## src/hdl/ots_pkg.sv

```systemverilog
`timescale 1ns / 1ps
package ots_pkg;

  localparam int SMP_W    = 16;
  localparam int FRAC     = SMP_W - 1;
  localparam int WIDE_W   = SMP_W + 4;
  // drive and alpha are Q1.15 whatever the sample width
  localparam int COEF_FRAC = 15;
  // oversampling factor, power of two
  localparam int OS_N     = 4;
  localparam int OS_SHIFT = $clog2(OS_N);
  localparam int K_W      = (OS_SHIFT > 0) ? OS_SHIFT : 1;
  localparam int KD_W     = SMP_W + 1 + OS_SHIFT;
  localparam int SUM_W    = SMP_W + OS_SHIFT;
  localparam int OP_W     = SMP_W + 6;
  localparam int PROD_W   = 2 * OP_W;
  localparam int DIV_W    = 2 * SMP_W + 5;
  localparam int QB       = SMP_W;
  localparam int CNT_W    = $clog2(QB);
  localparam int CFG_IDX_W = 2;
  localparam int CFG_W    = 16;

  typedef logic signed [SMP_W-1:0]  smp_t;
  typedef logic signed [SMP_W:0]    diff_t;
  typedef logic signed [KD_W-1:0]   kd_t;
  typedef logic signed [SUM_W-1:0]  sum_t;
  typedef logic signed [WIDE_W-1:0] wide_t;
  typedef logic signed [OP_W-1:0]   op_t;
  typedef logic signed [PROD_W-1:0] prod_t;
  typedef logic [DIV_W-1:0]         div_t;
  typedef logic [QB-1:0]            quo_t;
  typedef logic [CNT_W-1:0]         cnt_t;
  typedef logic [K_W-1:0]           kidx_t;
  typedef logic [CFG_IDX_W-1:0]     cfg_idx_t;
  typedef logic [CFG_W-1:0]         cfg_word_t;

  localparam cfg_idx_t REG_DRIVE  = cfg_idx_t'(0);
  localparam cfg_idx_t REG_ALPHA  = cfg_idx_t'(1);
  localparam cfg_idx_t REG_MAKEUP = cfg_idx_t'(2);

  localparam cfg_word_t DRIVE_RST  = cfg_word_t'(32768);
  localparam cfg_word_t ALPHA_RST  = cfg_word_t'(19560);
  localparam cfg_word_t MAKEUP_RST = cfg_word_t'(4096);

  localparam op_t ONE_Q     = op_t'(1) <<< FRAC;
  localparam op_t TWO_ONE   = ONE_Q <<< 1;
  localparam op_t THREE_ONE = op_t'(ONE_Q * 3);
  localparam op_t K27_ONE   = op_t'(ONE_Q * 27);

  localparam kidx_t K_LAST = kidx_t'(OS_N - 1);
  localparam cnt_t  CNT_START = cnt_t'(QB - 1);
  localparam quo_t  SAT_Q = {1'b0, {(QB-1){1'b1}}};

  localparam logic signed [31:0] WIDE_MAX = (32'sd1 <<< (WIDE_W - 1)) - 32'sd1;
  localparam logic signed [31:0] WIDE_MIN = -(32'sd1 <<< (WIDE_W - 1));
  localparam logic signed [31:0] SMP_MAX  = (32'sd1 <<< (SMP_W - 1)) - 32'sd1;
  localparam logic signed [31:0] SMP_MIN  = -(32'sd1 <<< (SMP_W - 1));

  typedef enum logic [3:0] {
    S_IDLE,
    S_PT,
    S_SQ,
    S_T,
    S_U,
    S_D,
    S_A,
    S_N,
    S_DIV,
    S_ACC,
    S_BL,
    S_S,
    S_F,
    S_O,
    S_WAIT
  } state_t;

  function automatic wide_t sat_wide(input logic signed [31:0] v);
    if (v > WIDE_MAX) begin
      return wide_t'(WIDE_MAX);
    end else if (v < WIDE_MIN) begin
      return wide_t'(WIDE_MIN);
    end
    return wide_t'(v);
  endfunction

  function automatic smp_t sat_smp(input logic signed [31:0] v);
    if (v > SMP_MAX) begin
      return smp_t'(SMP_MAX);
    end else if (v < SMP_MIN) begin
      return smp_t'(SMP_MIN);
    end
    return smp_t'(v);
  endfunction

endpackage

```

## src/hdl/ots_if.sv

```systemverilog
`timescale 1ns / 1ps
interface ots_in_if;
  logic               valid;
  logic               ready;
  ots_pkg::smp_t      sample_in;
  modport source (output valid, output sample_in, input ready);
  modport sink   (input valid, input sample_in, output ready);
endinterface

interface ots_out_if;
  logic               valid;
  logic               ready;
  ots_pkg::smp_t      sample_out;
  modport source (output valid, output sample_out, input ready);
  modport sink   (input valid, input sample_out, output ready);
endinterface

interface ots_cfg_if;
  logic                valid;
  logic                ready;
  ots_pkg::cfg_idx_t   index;
  ots_pkg::cfg_word_t  data;
  modport source (output valid, output index, output data, input ready);
  modport sink   (input valid, input index, input data, output ready);
endinterface

```

## src/hdl/oversampled_tube_saturator.sv

```systemverilog
`timescale 1ns / 1ps
// Channel  | Interface   | Payload                          | Transaction
// ---------+-------------+----------------------------------+-------------------------
// cfg      | ots_cfg_if  | index[1:0], data[15:0]           | valid & ready, always ready
// sample   | ots_in_if   | sample_in[15:0] signed Q1.15     | valid & ready, ready in idle
// result   | ots_out_if  | sample_out[15:0] signed Q1.15    | valid & ready
//
// Each sample runs four oversampled points, each through the shared 22x22 multiplier and a
// 16-step restoring divider for tanh (skipped when tanh saturates), then blend, lowpass and
// makeup gain.
// Synchronous active-high reset restores the register defaults and clears filter state.
// A finished sample waits in the output register; the next sample can be taken meanwhile,
// and the sequencer holds in its last step only if the previous result is still untaken.
module oversampled_tube_saturator (
  input  logic      clk,
  input  logic      rst,
  ots_cfg_if.sink   cfg,
  ots_in_if.sink    sample,
  ots_out_if.source result
);

  ots_pkg::state_t    state, state_next, ret, ret_next;
  ots_pkg::cfg_word_t drive_gain, lpf_alpha, makeup_gain;
  ots_pkg::smp_t      prev_input, prev_shaped, xin, x, avg, out_data;
  ots_pkg::wide_t     filt;
  ots_pkg::diff_t     diff;
  ots_pkg::kd_t       kd;
  ots_pkg::sum_t      sum;
  ots_pkg::kidx_t     k;
  ots_pkg::op_t       opa, opb;
  ots_pkg::prod_t     prod;
  ots_pkg::div_t      rem, dsh;
  ots_pkg::quo_t      q;
  ots_pkg::cnt_t      cnt;
  logic               neg;
  logic               out_valid;
  logic               load_out;

  ots_pkg::kd_t       kd_n;
  ots_pkg::kd_t       w_full;
  ots_pkg::smp_t      w;
  ots_pkg::op_t       x2, t, u3, p, zw, a_n, a2;
  ots_pkg::wide_t     z, s, f_new;
  logic               a_sat;
  ots_pkg::div_t      a2d, den_n;
  logic               ge;
  ots_pkg::smp_t      mag, avg_n, o;
  ots_pkg::sum_t      val;
  ots_pkg::op_t       alpha_op, drive_op, makeup_op;

  always_comb begin
    kd_n      = kd + ots_pkg::kd_t'(diff);
    w_full    = ots_pkg::kd_t'(prev_input) + (kd_n >>> ots_pkg::OS_SHIFT);
    w         = ots_pkg::smp_t'(w_full);
    x2        = ots_pkg::op_t'(prod >>> ots_pkg::FRAC);
    t         = (x2 <<< 1) + x2 - ots_pkg::TWO_ONE;
    u3        = ots_pkg::op_t'(prod >>> (ots_pkg::FRAC - 2)) + ots_pkg::THREE_ONE;
    p         = ots_pkg::op_t'(prod >>> ots_pkg::FRAC);
    z         = ots_pkg::sat_wide(32'(prod >>> ots_pkg::COEF_FRAC));
    zw        = ots_pkg::op_t'(z);
    a_n       = z[ots_pkg::WIDE_W-1] ? -zw : zw;
    a_sat     = a_n >= ots_pkg::THREE_ONE;
    a2        = ots_pkg::op_t'(prod >>> ots_pkg::FRAC);
    a2d       = ots_pkg::div_t'(a2);
    den_n     = (a2d << 3) + a2d + ots_pkg::div_t'(ots_pkg::K27_ONE);
    ge        = rem >= dsh;
    mag       = q[ots_pkg::QB-1] ? ots_pkg::smp_t'(ots_pkg::SMP_MAX)
                                 : ots_pkg::smp_t'({1'b0, q[ots_pkg::QB-2:0]});
    val       = neg ? -ots_pkg::sum_t'(mag) : ots_pkg::sum_t'(mag);
    avg_n     = ots_pkg::smp_t'(sum >>> ots_pkg::OS_SHIFT);
    s         = ots_pkg::sat_wide(32'(prev_shaped) + 32'(prod >>> ots_pkg::COEF_FRAC));
    f_new     = ots_pkg::sat_wide(32'(filt) + 32'(prod >>> ots_pkg::COEF_FRAC));
    o         = ots_pkg::sat_smp(32'(prod >>> 12));
    alpha_op  = ots_pkg::op_t'({1'b0, lpf_alpha});
    drive_op  = ots_pkg::op_t'({1'b0, drive_gain});
    makeup_op = ots_pkg::op_t'({1'b0, makeup_gain});
  end

  // next state
  always_comb begin
    state_next = state;
    ret_next   = ret;
    unique case (state)
      ots_pkg::S_IDLE: if (sample.valid) state_next = ots_pkg::S_PT;
      ots_pkg::S_PT: begin
        state_next = ots_pkg::S_WAIT;
        ret_next   = ots_pkg::S_SQ;
      end
      ots_pkg::S_SQ: begin
        state_next = ots_pkg::S_WAIT;
        ret_next   = ots_pkg::S_T;
      end
      ots_pkg::S_T: begin
        state_next = ots_pkg::S_WAIT;
        ret_next   = ots_pkg::S_U;
      end
      ots_pkg::S_U: begin
        state_next = ots_pkg::S_WAIT;
        ret_next   = ots_pkg::S_D;
      end
      ots_pkg::S_D: begin
        if (a_sat) begin
          state_next = ots_pkg::S_ACC;
        end else begin
          state_next = ots_pkg::S_WAIT;
          ret_next   = ots_pkg::S_A;
        end
      end
      ots_pkg::S_A: begin
        state_next = ots_pkg::S_WAIT;
        ret_next   = ots_pkg::S_N;
      end
      ots_pkg::S_N:   state_next = ots_pkg::S_DIV;
      ots_pkg::S_DIV: if (cnt == '0) state_next = ots_pkg::S_ACC;
      ots_pkg::S_ACC: state_next = (k == ots_pkg::K_LAST) ? ots_pkg::S_BL : ots_pkg::S_PT;
      ots_pkg::S_BL: begin
        state_next = ots_pkg::S_WAIT;
        ret_next   = ots_pkg::S_S;
      end
      ots_pkg::S_S: begin
        state_next = ots_pkg::S_WAIT;
        ret_next   = ots_pkg::S_F;
      end
      ots_pkg::S_F: begin
        state_next = ots_pkg::S_WAIT;
        ret_next   = ots_pkg::S_O;
      end
      ots_pkg::S_O:    if (load_out) state_next = ots_pkg::S_IDLE;
      ots_pkg::S_WAIT: state_next = ret;
      default:         state_next = ots_pkg::S_IDLE;
    endcase
  end

  // outputs
  always_comb begin
    sample.ready      = (state == ots_pkg::S_IDLE);
    cfg.ready         = 1'b1;
    result.valid      = out_valid;
    result.sample_out = out_data;
    load_out          = (state == ots_pkg::S_O) && (!out_valid || result.ready);
  end

  always_ff @(posedge clk) begin
    if (rst) begin
      state       <= ots_pkg::S_IDLE;
      ret         <= ots_pkg::S_IDLE;
      drive_gain  <= ots_pkg::DRIVE_RST;
      lpf_alpha   <= ots_pkg::ALPHA_RST;
      makeup_gain <= ots_pkg::MAKEUP_RST;
      prev_input  <= '0;
      prev_shaped <= '0;
      filt        <= '0;
      out_valid   <= 1'b0;
    end else begin
      state <= state_next;
      ret   <= ret_next;
      if (cfg.valid) begin
        unique case (cfg.index)
          ots_pkg::REG_DRIVE:  drive_gain  <= cfg.data;
          ots_pkg::REG_ALPHA:  lpf_alpha   <= cfg.data;
          ots_pkg::REG_MAKEUP: makeup_gain <= cfg.data;
          default: ;
        endcase
      end
      if (state == ots_pkg::S_BL) prev_input <= xin;
      if (state == ots_pkg::S_S) prev_shaped <= avg;
      if (state == ots_pkg::S_F) filt <= f_new;
      if (result.ready) out_valid <= 1'b0;
      if (load_out) out_valid <= 1'b1;
    end
  end

  // shared multiplier
  always_ff @(posedge clk) begin
    prod <= opa * opb;
  end

  always_ff @(posedge clk) begin
    case (state)
      ots_pkg::S_IDLE: begin
        xin  <= sample.sample_in;
        diff <= ots_pkg::diff_t'(sample.sample_in) - ots_pkg::diff_t'(prev_input);
        kd   <= '0;
        sum  <= '0;
        k    <= '0;
      end
      ots_pkg::S_PT: begin
        kd  <= kd_n;
        x   <= w;
        opa <= ots_pkg::op_t'(w);
        opb <= ots_pkg::op_t'(w);
      end
      ots_pkg::S_SQ: begin
        opa <= x2;
        opb <= t;
      end
      ots_pkg::S_T: begin
        opa <= ots_pkg::op_t'(x);
        opb <= u3;
      end
      ots_pkg::S_U: begin
        opa <= p;
        opb <= drive_op;
      end
      ots_pkg::S_D: begin
        neg <= z[ots_pkg::WIDE_W-1];
        opa <= a_n;
        opb <= a_n;
        if (a_sat) q <= ots_pkg::SAT_Q;
      end
      ots_pkg::S_A: begin
        opb <= ots_pkg::K27_ONE + a2;
        dsh <= den_n << ots_pkg::FRAC;
      end
      ots_pkg::S_N: begin
        rem <= ots_pkg::div_t'(prod);
        cnt <= ots_pkg::CNT_START;
      end
      ots_pkg::S_DIV: begin
        if (ge) rem <= rem - dsh;
        q[cnt] <= ge;
        dsh    <= dsh >> 1;
        cnt    <= cnt - 1'b1;
      end
      ots_pkg::S_ACC: begin
        sum <= sum + val;
        k   <= k + 1'b1;
      end
      ots_pkg::S_BL: begin
        avg <= avg_n;
        opa <= alpha_op;
        opb <= ots_pkg::op_t'(avg_n) - ots_pkg::op_t'(prev_shaped);
      end
      ots_pkg::S_S: begin
        opb <= ots_pkg::op_t'(s) - ots_pkg::op_t'(filt);
      end
      ots_pkg::S_F: begin
        opa <= ots_pkg::op_t'(f_new);
        opb <= makeup_op;
      end
      ots_pkg::S_O: begin
        if (load_out) out_data <= o;
      end
      default: ;
    endcase
  end

endmodule

```

## src/flat_wrapper.sv

```systemverilog
// flat-port wrapper written by rule: the top's interface ports become plain ports
module oversampled_tube_saturator_flat 
  (clk, rst, cfg_valid, cfg_index, cfg_data, cfg_ready, sample_valid, sample_sample_in, sample_ready, result_valid, result_sample_out, result_ready);
  ots_cfg_if cfg_i ();
  ots_in_if sample_i ();
  ots_out_if result_i ();
  input  logic clk;
  input  logic rst;
  input wire logic [$bits(cfg_i.valid)-1:0] cfg_valid;
  input wire logic [$bits(cfg_i.index)-1:0] cfg_index;
  input wire logic [$bits(cfg_i.data)-1:0] cfg_data;
  output wire logic [$bits(cfg_i.ready)-1:0] cfg_ready;
  input wire logic [$bits(sample_i.valid)-1:0] sample_valid;
  input wire logic [$bits(sample_i.sample_in)-1:0] sample_sample_in;
  output wire logic [$bits(sample_i.ready)-1:0] sample_ready;
  output wire logic [$bits(result_i.valid)-1:0] result_valid;
  output wire logic [$bits(result_i.sample_out)-1:0] result_sample_out;
  input wire logic [$bits(result_i.ready)-1:0] result_ready;
  assign cfg_i.valid = cfg_valid;
  assign cfg_i.index = cfg_index;
  assign cfg_i.data = cfg_data;
  assign cfg_ready = cfg_i.ready;
  assign sample_i.valid = sample_valid;
  assign sample_i.sample_in = sample_sample_in;
  assign sample_ready = sample_i.ready;
  assign result_valid = result_i.valid;
  assign result_sample_out = result_i.sample_out;
  assign result_i.ready = result_ready;
  oversampled_tube_saturator u_core (.clk(clk), .rst(rst), .cfg(cfg_i), .sample(sample_i), .result(result_i));
endmodule
```

## config.mk

```make
export PLATFORM = sky130hd
export DESIGN_NAME = oversampled_tube_saturator_flat
export DESIGN_NICKNAME = d
export VERILOG_FILES = /design/src/hdl/ots_pkg.sv /design/src/hdl/ots_if.sv /design/src/hdl/oversampled_tube_saturator.sv /design/src/flat_wrapper.sv
export SDC_FILE = /design/constraint.sdc
export NUM_CORES = 2
export LEC_CHECK = 0
export BUFFER_PORTS_ARGS = -buffer_cell sky130_fd_sc_hd__buf_2
export CORE_ASPECT_RATIO = 0.9
export CORE_UTILIZATION = 60
export CTS_CLUSTER_DIAMETER = 200
export DETAILED_ROUTE_END_ITERATION = 8
export PLACE_DENSITY = 0.78
export SKIP_CTS_REPAIR_TIMING = 1
export SLEW_MARGIN = 0
export SYNTH_ARGS = -nofsm -noshare
export SYNTH_HDL_FRONTEND = slang
export SYNTH_SLANG_ARGS = --single-unit
export TNS_END_PERCENT = 50
```

## constraint.sdc

```tcl
create_clock -name clk -period 6.75 [get_ports clk]
set_input_delay 0.675 -clock clk [delete_from_list [all_inputs] [get_ports clk]]
set_output_delay 0.675 -clock clk [all_outputs]
set_load 0.02 [all_outputs]
```

== Word-level counts from Yosys, hierarchy flattened ==
Index checks and enable logic that the tools add are counted.

* Add/subtract/negate cells: 19
* Multipliers: 1
* Magnitude comparators: 12
* Eq/ne operators: 23
* Muxes and demuxes: 47
* Reduce and logical (&&, ||, !) cells: 25

{| class="wikitable"
|+ Operators by type and width
! kind !! number
|-
| 22-bit one-hot mux with 9 select lines || 1
|-
| 20-bit 2-to-1 mux || 9
|-
| 37-bit one-hot mux with 2 select lines || 2
|-
| 22-bit one-hot mux with 6 select lines || 1
|-
| 32-bit by 20-bit > comparator with 1-bit output (second input constant) || 2
|-
| 32-bit by 20-bit < comparator with 1-bit output (second input constant) || 2
|-
| 16-bit 2-to-1 mux || 4
|-
| 22-bit adder || 2
|-
| 22-bit by 22-bit multiplier with 44-bit output || 1
|-
| 19-bit one-hot mux with 2 select lines || 1
|-
| 37-bit greater-or-equal comparator || 1
|-
| 37-bit 2-to-1 mux || 1
|-
| 37-bit subtractor || 1
|-
| 18-bit one-hot mux with 2 select lines || 1
|-
| 4-bit one-hot mux with 9 select lines || 1
|-
| 16-bit by 16-bit subtractor with 17-bit output || 2
|-
| 32-bit by 16-bit > comparator with 1-bit output (second input constant) || 1
|-
| 32-bit by 16-bit < comparator with 1-bit output (second input constant) || 1
|-
| 16-bit one-hot mux with 2 select lines || 1
|-
| 4-bit one-hot mux with 8 select lines || 1
|-
| 16-bit by 29-bit adder with 30-bit output || 1
|-
| 20-bit by 29-bit adder with 30-bit output || 1
|-
| 29-bit by 20-bit > comparator with 1-bit output (second input constant) || 1
|-
| 29-bit by 20-bit < comparator with 1-bit output (second input constant) || 1
|-
| other kinds (45) || 87
|}

* Register bits after elaboration: 412
* Word-level logic and storage cells: 152

== Longest topological paths before layout ==
* Depth in word-level cells: 9
* Depth in mapped cells: 27
* Mapped depth without buffers: 26

== Worst setup path before layout ==
OpenSTA, ideal clock, no wires.

* Path type: register to register
* From: reg u_core.opa[7]
* To: reg u_core.prod[40]
* Library setup time: 0.072 ns
* Arrival time: 7.066 ns
* Required time: 6.678 ns
* Setup slack: -0.388 ns
* Stages on the path, launching flop included: 27
* Clock period less this slack: 7.138 ns
* Cell sequence: edfxtp_1 clkbuf_1 nand2_1 fa_1 inv_1 fa_1 inv_1 fa_1 inv_1 fa_1 inv_1 fa_1 inv_1 fa_1 fa_1 ha_1 a21o_1 a21o_1 a21o_1 nor4_2 a221o_1 o21a_1 o311ai_1 a2111o_1 a31o_2 a21oi_1 xnor2_1

* Cells in the longest elaborated chain, start to end: 1

{| class="wikitable"
|+ Ends and longest elaborated chain
! what !! RTL line !! text
|-
| start: declaration || oversampled_tube_saturator.sv:30 || <nowiki>ots_pkg::op_t opa, opb;</nowiki>
|-
| start signal: assignment || oversampled_tube_saturator.sv:190 || <nowiki>opa <= ots_pkg::op_t'(w);</nowiki>
|-
| start signal: assignment || oversampled_tube_saturator.sv:198 || <nowiki>opa <= ots_pkg::op_t'(x);</nowiki>
|-
| start signal: assignment || oversampled_tube_saturator.sv:202 || <nowiki>opa <= p;</nowiki>
|-
| 22-bit by 22-bit multiplier with 44-bit output || oversampled_tube_saturator.sv:175 || <nowiki>prod <= opa * opb;</nowiki>
|-
| end signal: assignment || oversampled_tube_saturator.sv:175 ||
|-
| end: declaration || oversampled_tube_saturator.sv:31 || <nowiki>ots_pkg::prod_t prod;</nowiki>
|}

Every way passes these cells.
A chain may end at the register's enable or synchronous reset.

== Worst setup path after layout ==
* From: reg u_core.opb[21]
* To: reg u_core.prod[40]

* Cells in the longest elaborated chain, start to end: 1

{| class="wikitable"
|+ Ends and longest elaborated chain
! what !! RTL line !! text
|-
| start: declaration || oversampled_tube_saturator.sv:30 ||
|-
| start signal: assignment || oversampled_tube_saturator.sv:191 || <nowiki>opb <= ots_pkg::op_t'(w);</nowiki>
|-
| start signal: assignment || oversampled_tube_saturator.sv:195 || <nowiki>opb <= t;</nowiki>
|-
| start signal: assignment || oversampled_tube_saturator.sv:199 || <nowiki>opb <= u3;</nowiki>
|-
| 22-bit by 22-bit multiplier with 44-bit output || oversampled_tube_saturator.sv:175 ||
|}

Every way passes these cells.

==> results.toml <==
[cells_and_area]
area_growth_from_synthesis_to_final_layout_pct = 12.42
fin_util_pct = 68.45
fin_cells = 6551
drive_gt1_share_pct = 11.58
fin_nets = 6459
final.fill_count = 5963
final_common_cell = "sky130_fd_sc_hd__nand2_1"
final_cell_mix = "784 x sky130_fd_sc_hd__nand2_1, 675 x sky130_fd_sc_hd__inv_1, 501 x sky130_fd_sc_hd__fa_1"

[synth]
synth.top_cells.by_area = "sky130_fd_sc_hd__fa_1 22%, sky130_fd_sc_hd__edfxtp_1 17%, sky130_fd_sc_hd__ha_1 11%"
post_synth_instance_area_um2 = 46590
netlist_instances = 5213
yosysTopAreaCellShare_pct = 22.00
synth_flop_type = "sky130_fd_sc_hd__edfxtp_1"
synth_sequential_area_ratio_pct = 23.20
post_synth_num_cell_types = 96
synth_nets = 6192
synth_seq_cells = 411
synth_enable_flop_cells = 258
synth_top_cell_by_area = "sky130_fd_sc_hd__fa_1"
ys_async_sr_fraction_pct = 0
syn_avg_cell_area_um2 = 8.937
synth_warnings = 0

[critical_path]
worst-path-max-fanout = 14
worst-setup-path-type = "reg2reg"
timing.critical_path.slowest_cell_delay_ns = 0.57
timing.critical_path.from_type = "flip-flop"
worst-path-buf-inv = 6
critPathSlowestCell = "sky130_fd_sc_hd__fa_1"
critical_path.top_delay_family = "adder cells"
critical_path.most_common_cell = "sky130_fd_sc_hd__fa_1"
critical_path.startpoint = "u_core.opb[21]"
timing.rr.start = "u_core.opb[21]"
crit_chain = "buf_4, buf_4, buf_4, nand2b_1, fa_1, inv_1, fa_1, fa_1, fa_1, fa_1, fa_1, inv_1, fa_1, inv_1, ha_1, a21o_1, a21o_1, a21oi_1, o21a_2, o311ai_4, a2111o_1, a31o_2, a21oi_2, xnor2_1"
cp_data_required_time_ns = 7.27
arrival_ns = 7.70
nature_of_the_critical_path_endpoint = "flip-flop"

[die]
dieArea_um2 = 78770
floorplan.die.height_um = 266.4
pin_count = 58
initial_core_util_pct = 60.89
design.core.area_um2 = 76510
die_x_um = 295.7
total_number_of_placement_rows = 96

[route]
drt_pre_antenna_iters = 9
avgViaCountPerCell = 6.034
drt_iter0_drc = 3796
drc_errors = 0
postRouteAntennaNets = 0
wl_per_cell_um = 21.88
drt_wl_total_um = 143400
num_vias = 39530

[place]
portBuffers = 56
dpl.cell_count = 6427
post-dp-hpwl_um = 113600
placer_congestion_estimate = 1.027
preCtsSetupSlack_ns = -0.4782

[grt]
number_of_global_route_vias_before_repair = 39390
gr-total-overflow = 0
grt_first_pass_wirelength_um = 223800
pin_count_of_the_biggest_net_entering_global_routing = 113
grt_antenna_before_repair = 5
total_routing_resource_utilization_after_global_routing_pct = 37.05

[clock_network]
clock_tree.buffer_depth = 3
htree_num_levels = 2
cts_tree = "yes"
clock_tree.root_cell = "sky130_fd_sc_hd__clkbuf_16"
cts_inserted_buffers = 48
clk_pin_slew_ns = 0.06
worstSkewPairLatency_ns = 0.63
cts_num_sinks = 411

[run]
drv.max_cap_violation_count = 0

[timing]
report.final.hold_viol_count = 0
clock-skew-final_ns = 0.03866
layout_worst_path_cycle_share_pct = 106.2
setup_viol_count_final = 12
max_slew.worst_pin.slew_ns = 1.210
report.final.slew_viol_count = 0
fmax_ghz = 0.1394
setup_tns_ns = -3.249
setup_ws_ns = -0.4217
final_period_demand_of_the_worst_path_ns = 7.172
max-slew-margin-rel_pct = 19.06
unrepaired_setup_endpoints_after_global_routing = "true"

[status]
violations = "negative setup slack"
outcome = "finished with violations"

[worst_hold_path]
worst_hold_startpoint = "sample_sample_in[0]"
worst_min_path_class = "in2reg"
[sequential cells by signal (all words and copies together) (netlist names), 16 cells and up]
name	flops
u_core.prod	44
u_core.dsh	37
u_core.rem	37
u_core.opa	22
u_core.opb	22
u_core.filt	20
u_core.kd	18
u_core.sum	18
u_core.diff	17
u_core.avg	16
u_core.drive_gain	16
u_core.lpf_alpha	16
u_core.makeup_gain	16
u_core.prev_input	16
u_core.prev_shaped	16
u_core.q	16
u_core.result.sample_out	16
u_core.x	16
u_core.xin	16
[worst paths after layout]
| path | end | cells past startpoint | slack, ns |
|---|---|---|---|
| worst max register to register | u_core.prod[40] | 24 | -0.42 |
| worst max-delay path | u_core.prod[40] | 24 | -0.42 |
| worst min-delay path | u_core.xin[0] | 1 | 0.24 |
| worst min register to register | u_core.makeup_gain[14] | 2 | 0.46 |
[stage by stage]
step | hold slack (ns) | cell area, um2
floorplan | 0.4321 | 46710
global placement | 0.4415 | 50230
detailed placement | 0.4458 | 50230
CTS | 0.2295 | 51770
global route | 0.2331 | 52370
finish | 0.2414 | 52370
[routing by layer]
| metal | up-vias | global-route usage (%) | part of all wire [%] |
|---|---|---|---|
| met3 | 365 | 9.184 | 10 |
| met2 | 1951 | 58.58 | 45 |
| met4 | 2 | 15.29 | 4.8 |
| met5 | - | 0 | 0.014 |
| met1 | 19200 | 48.55 | 39 |
| li1 | 18010 | - | - |
[Yosys cell counts, drive strengths merged, types with 35 or more instances]
library cell	count
nand4	35
xnor2	175
nand2	794
nor2	246
nand3	75
a31oi	36
o21ai	221
o21bai	41
a21oi	374
edfxtp	258
nor2b	37
a211oi	35
ha	428
nand2b	70
inv	678
nor3	67
dfxtp	153
fa	512
clkbuf	195
xor2	89
a21o	118
and2	159
[worst reg2reg max path, stage by stage (launching register included)]
cell and delay (ns):
sky130_fd_sc_hd__edfxtp_1 0.46, sky130_fd_sc_hd__buf_4 0.16, sky130_fd_sc_hd__buf_4 0.10, sky130_fd_sc_hd__buf_4 0.22, sky130_fd_sc_hd__nand2b_1 0.12, sky130_fd_sc_hd__fa_1 0.54
sky130_fd_sc_hd__inv_1 0.05, sky130_fd_sc_hd__fa_1 0.52, sky130_fd_sc_hd__fa_1 0.55, sky130_fd_sc_hd__fa_1 0.57, sky130_fd_sc_hd__fa_1 0.58, sky130_fd_sc_hd__fa_1 0.56
sky130_fd_sc_hd__inv_1 0.07, sky130_fd_sc_hd__fa_1 0.54, sky130_fd_sc_hd__inv_1 0.06, sky130_fd_sc_hd__ha_1 0.31, sky130_fd_sc_hd__a21o_1 0.16, sky130_fd_sc_hd__a21o_1 0.16
sky130_fd_sc_hd__a21oi_1 0.14, sky130_fd_sc_hd__o21a_2 0.21, sky130_fd_sc_hd__o311ai_4 0.14, sky130_fd_sc_hd__a2111o_1 0.41, sky130_fd_sc_hd__a31o_2 0.22, sky130_fd_sc_hd__a21oi_2 0.13
sky130_fd_sc_hd__xnor2_1 0.13
[cells by family after synthesis]
kind of cell    Yosys count  synth area share (%)
compound gates         1099                 15.16
xor+xnor                264                 4.963
fa+ha+maj               940                 33.50
buf+inv                 900                 7.324
flops                   411                 23.20
mux                      10                0.2175
other cells               1              0.008049
simple gates           1588                 15.63
[final cells by class]
type	instances	area (um2)	area share, %
tap	1029	1287	2.458
clock buffer	62	1264	2.413
sequential	411	10820	20.66
inverter	679	2549	4.867
clock inverter	26	272.8	0.5208
multi-input combinational	3902	32800	62.62
timing repair buffer	438	3374	6.443
antenna	4	10.01	0.01911
Power is left out: the tool's default activity adds up to more than one toggle a clock period on the data nets, which glitch-free logic cannot reach.
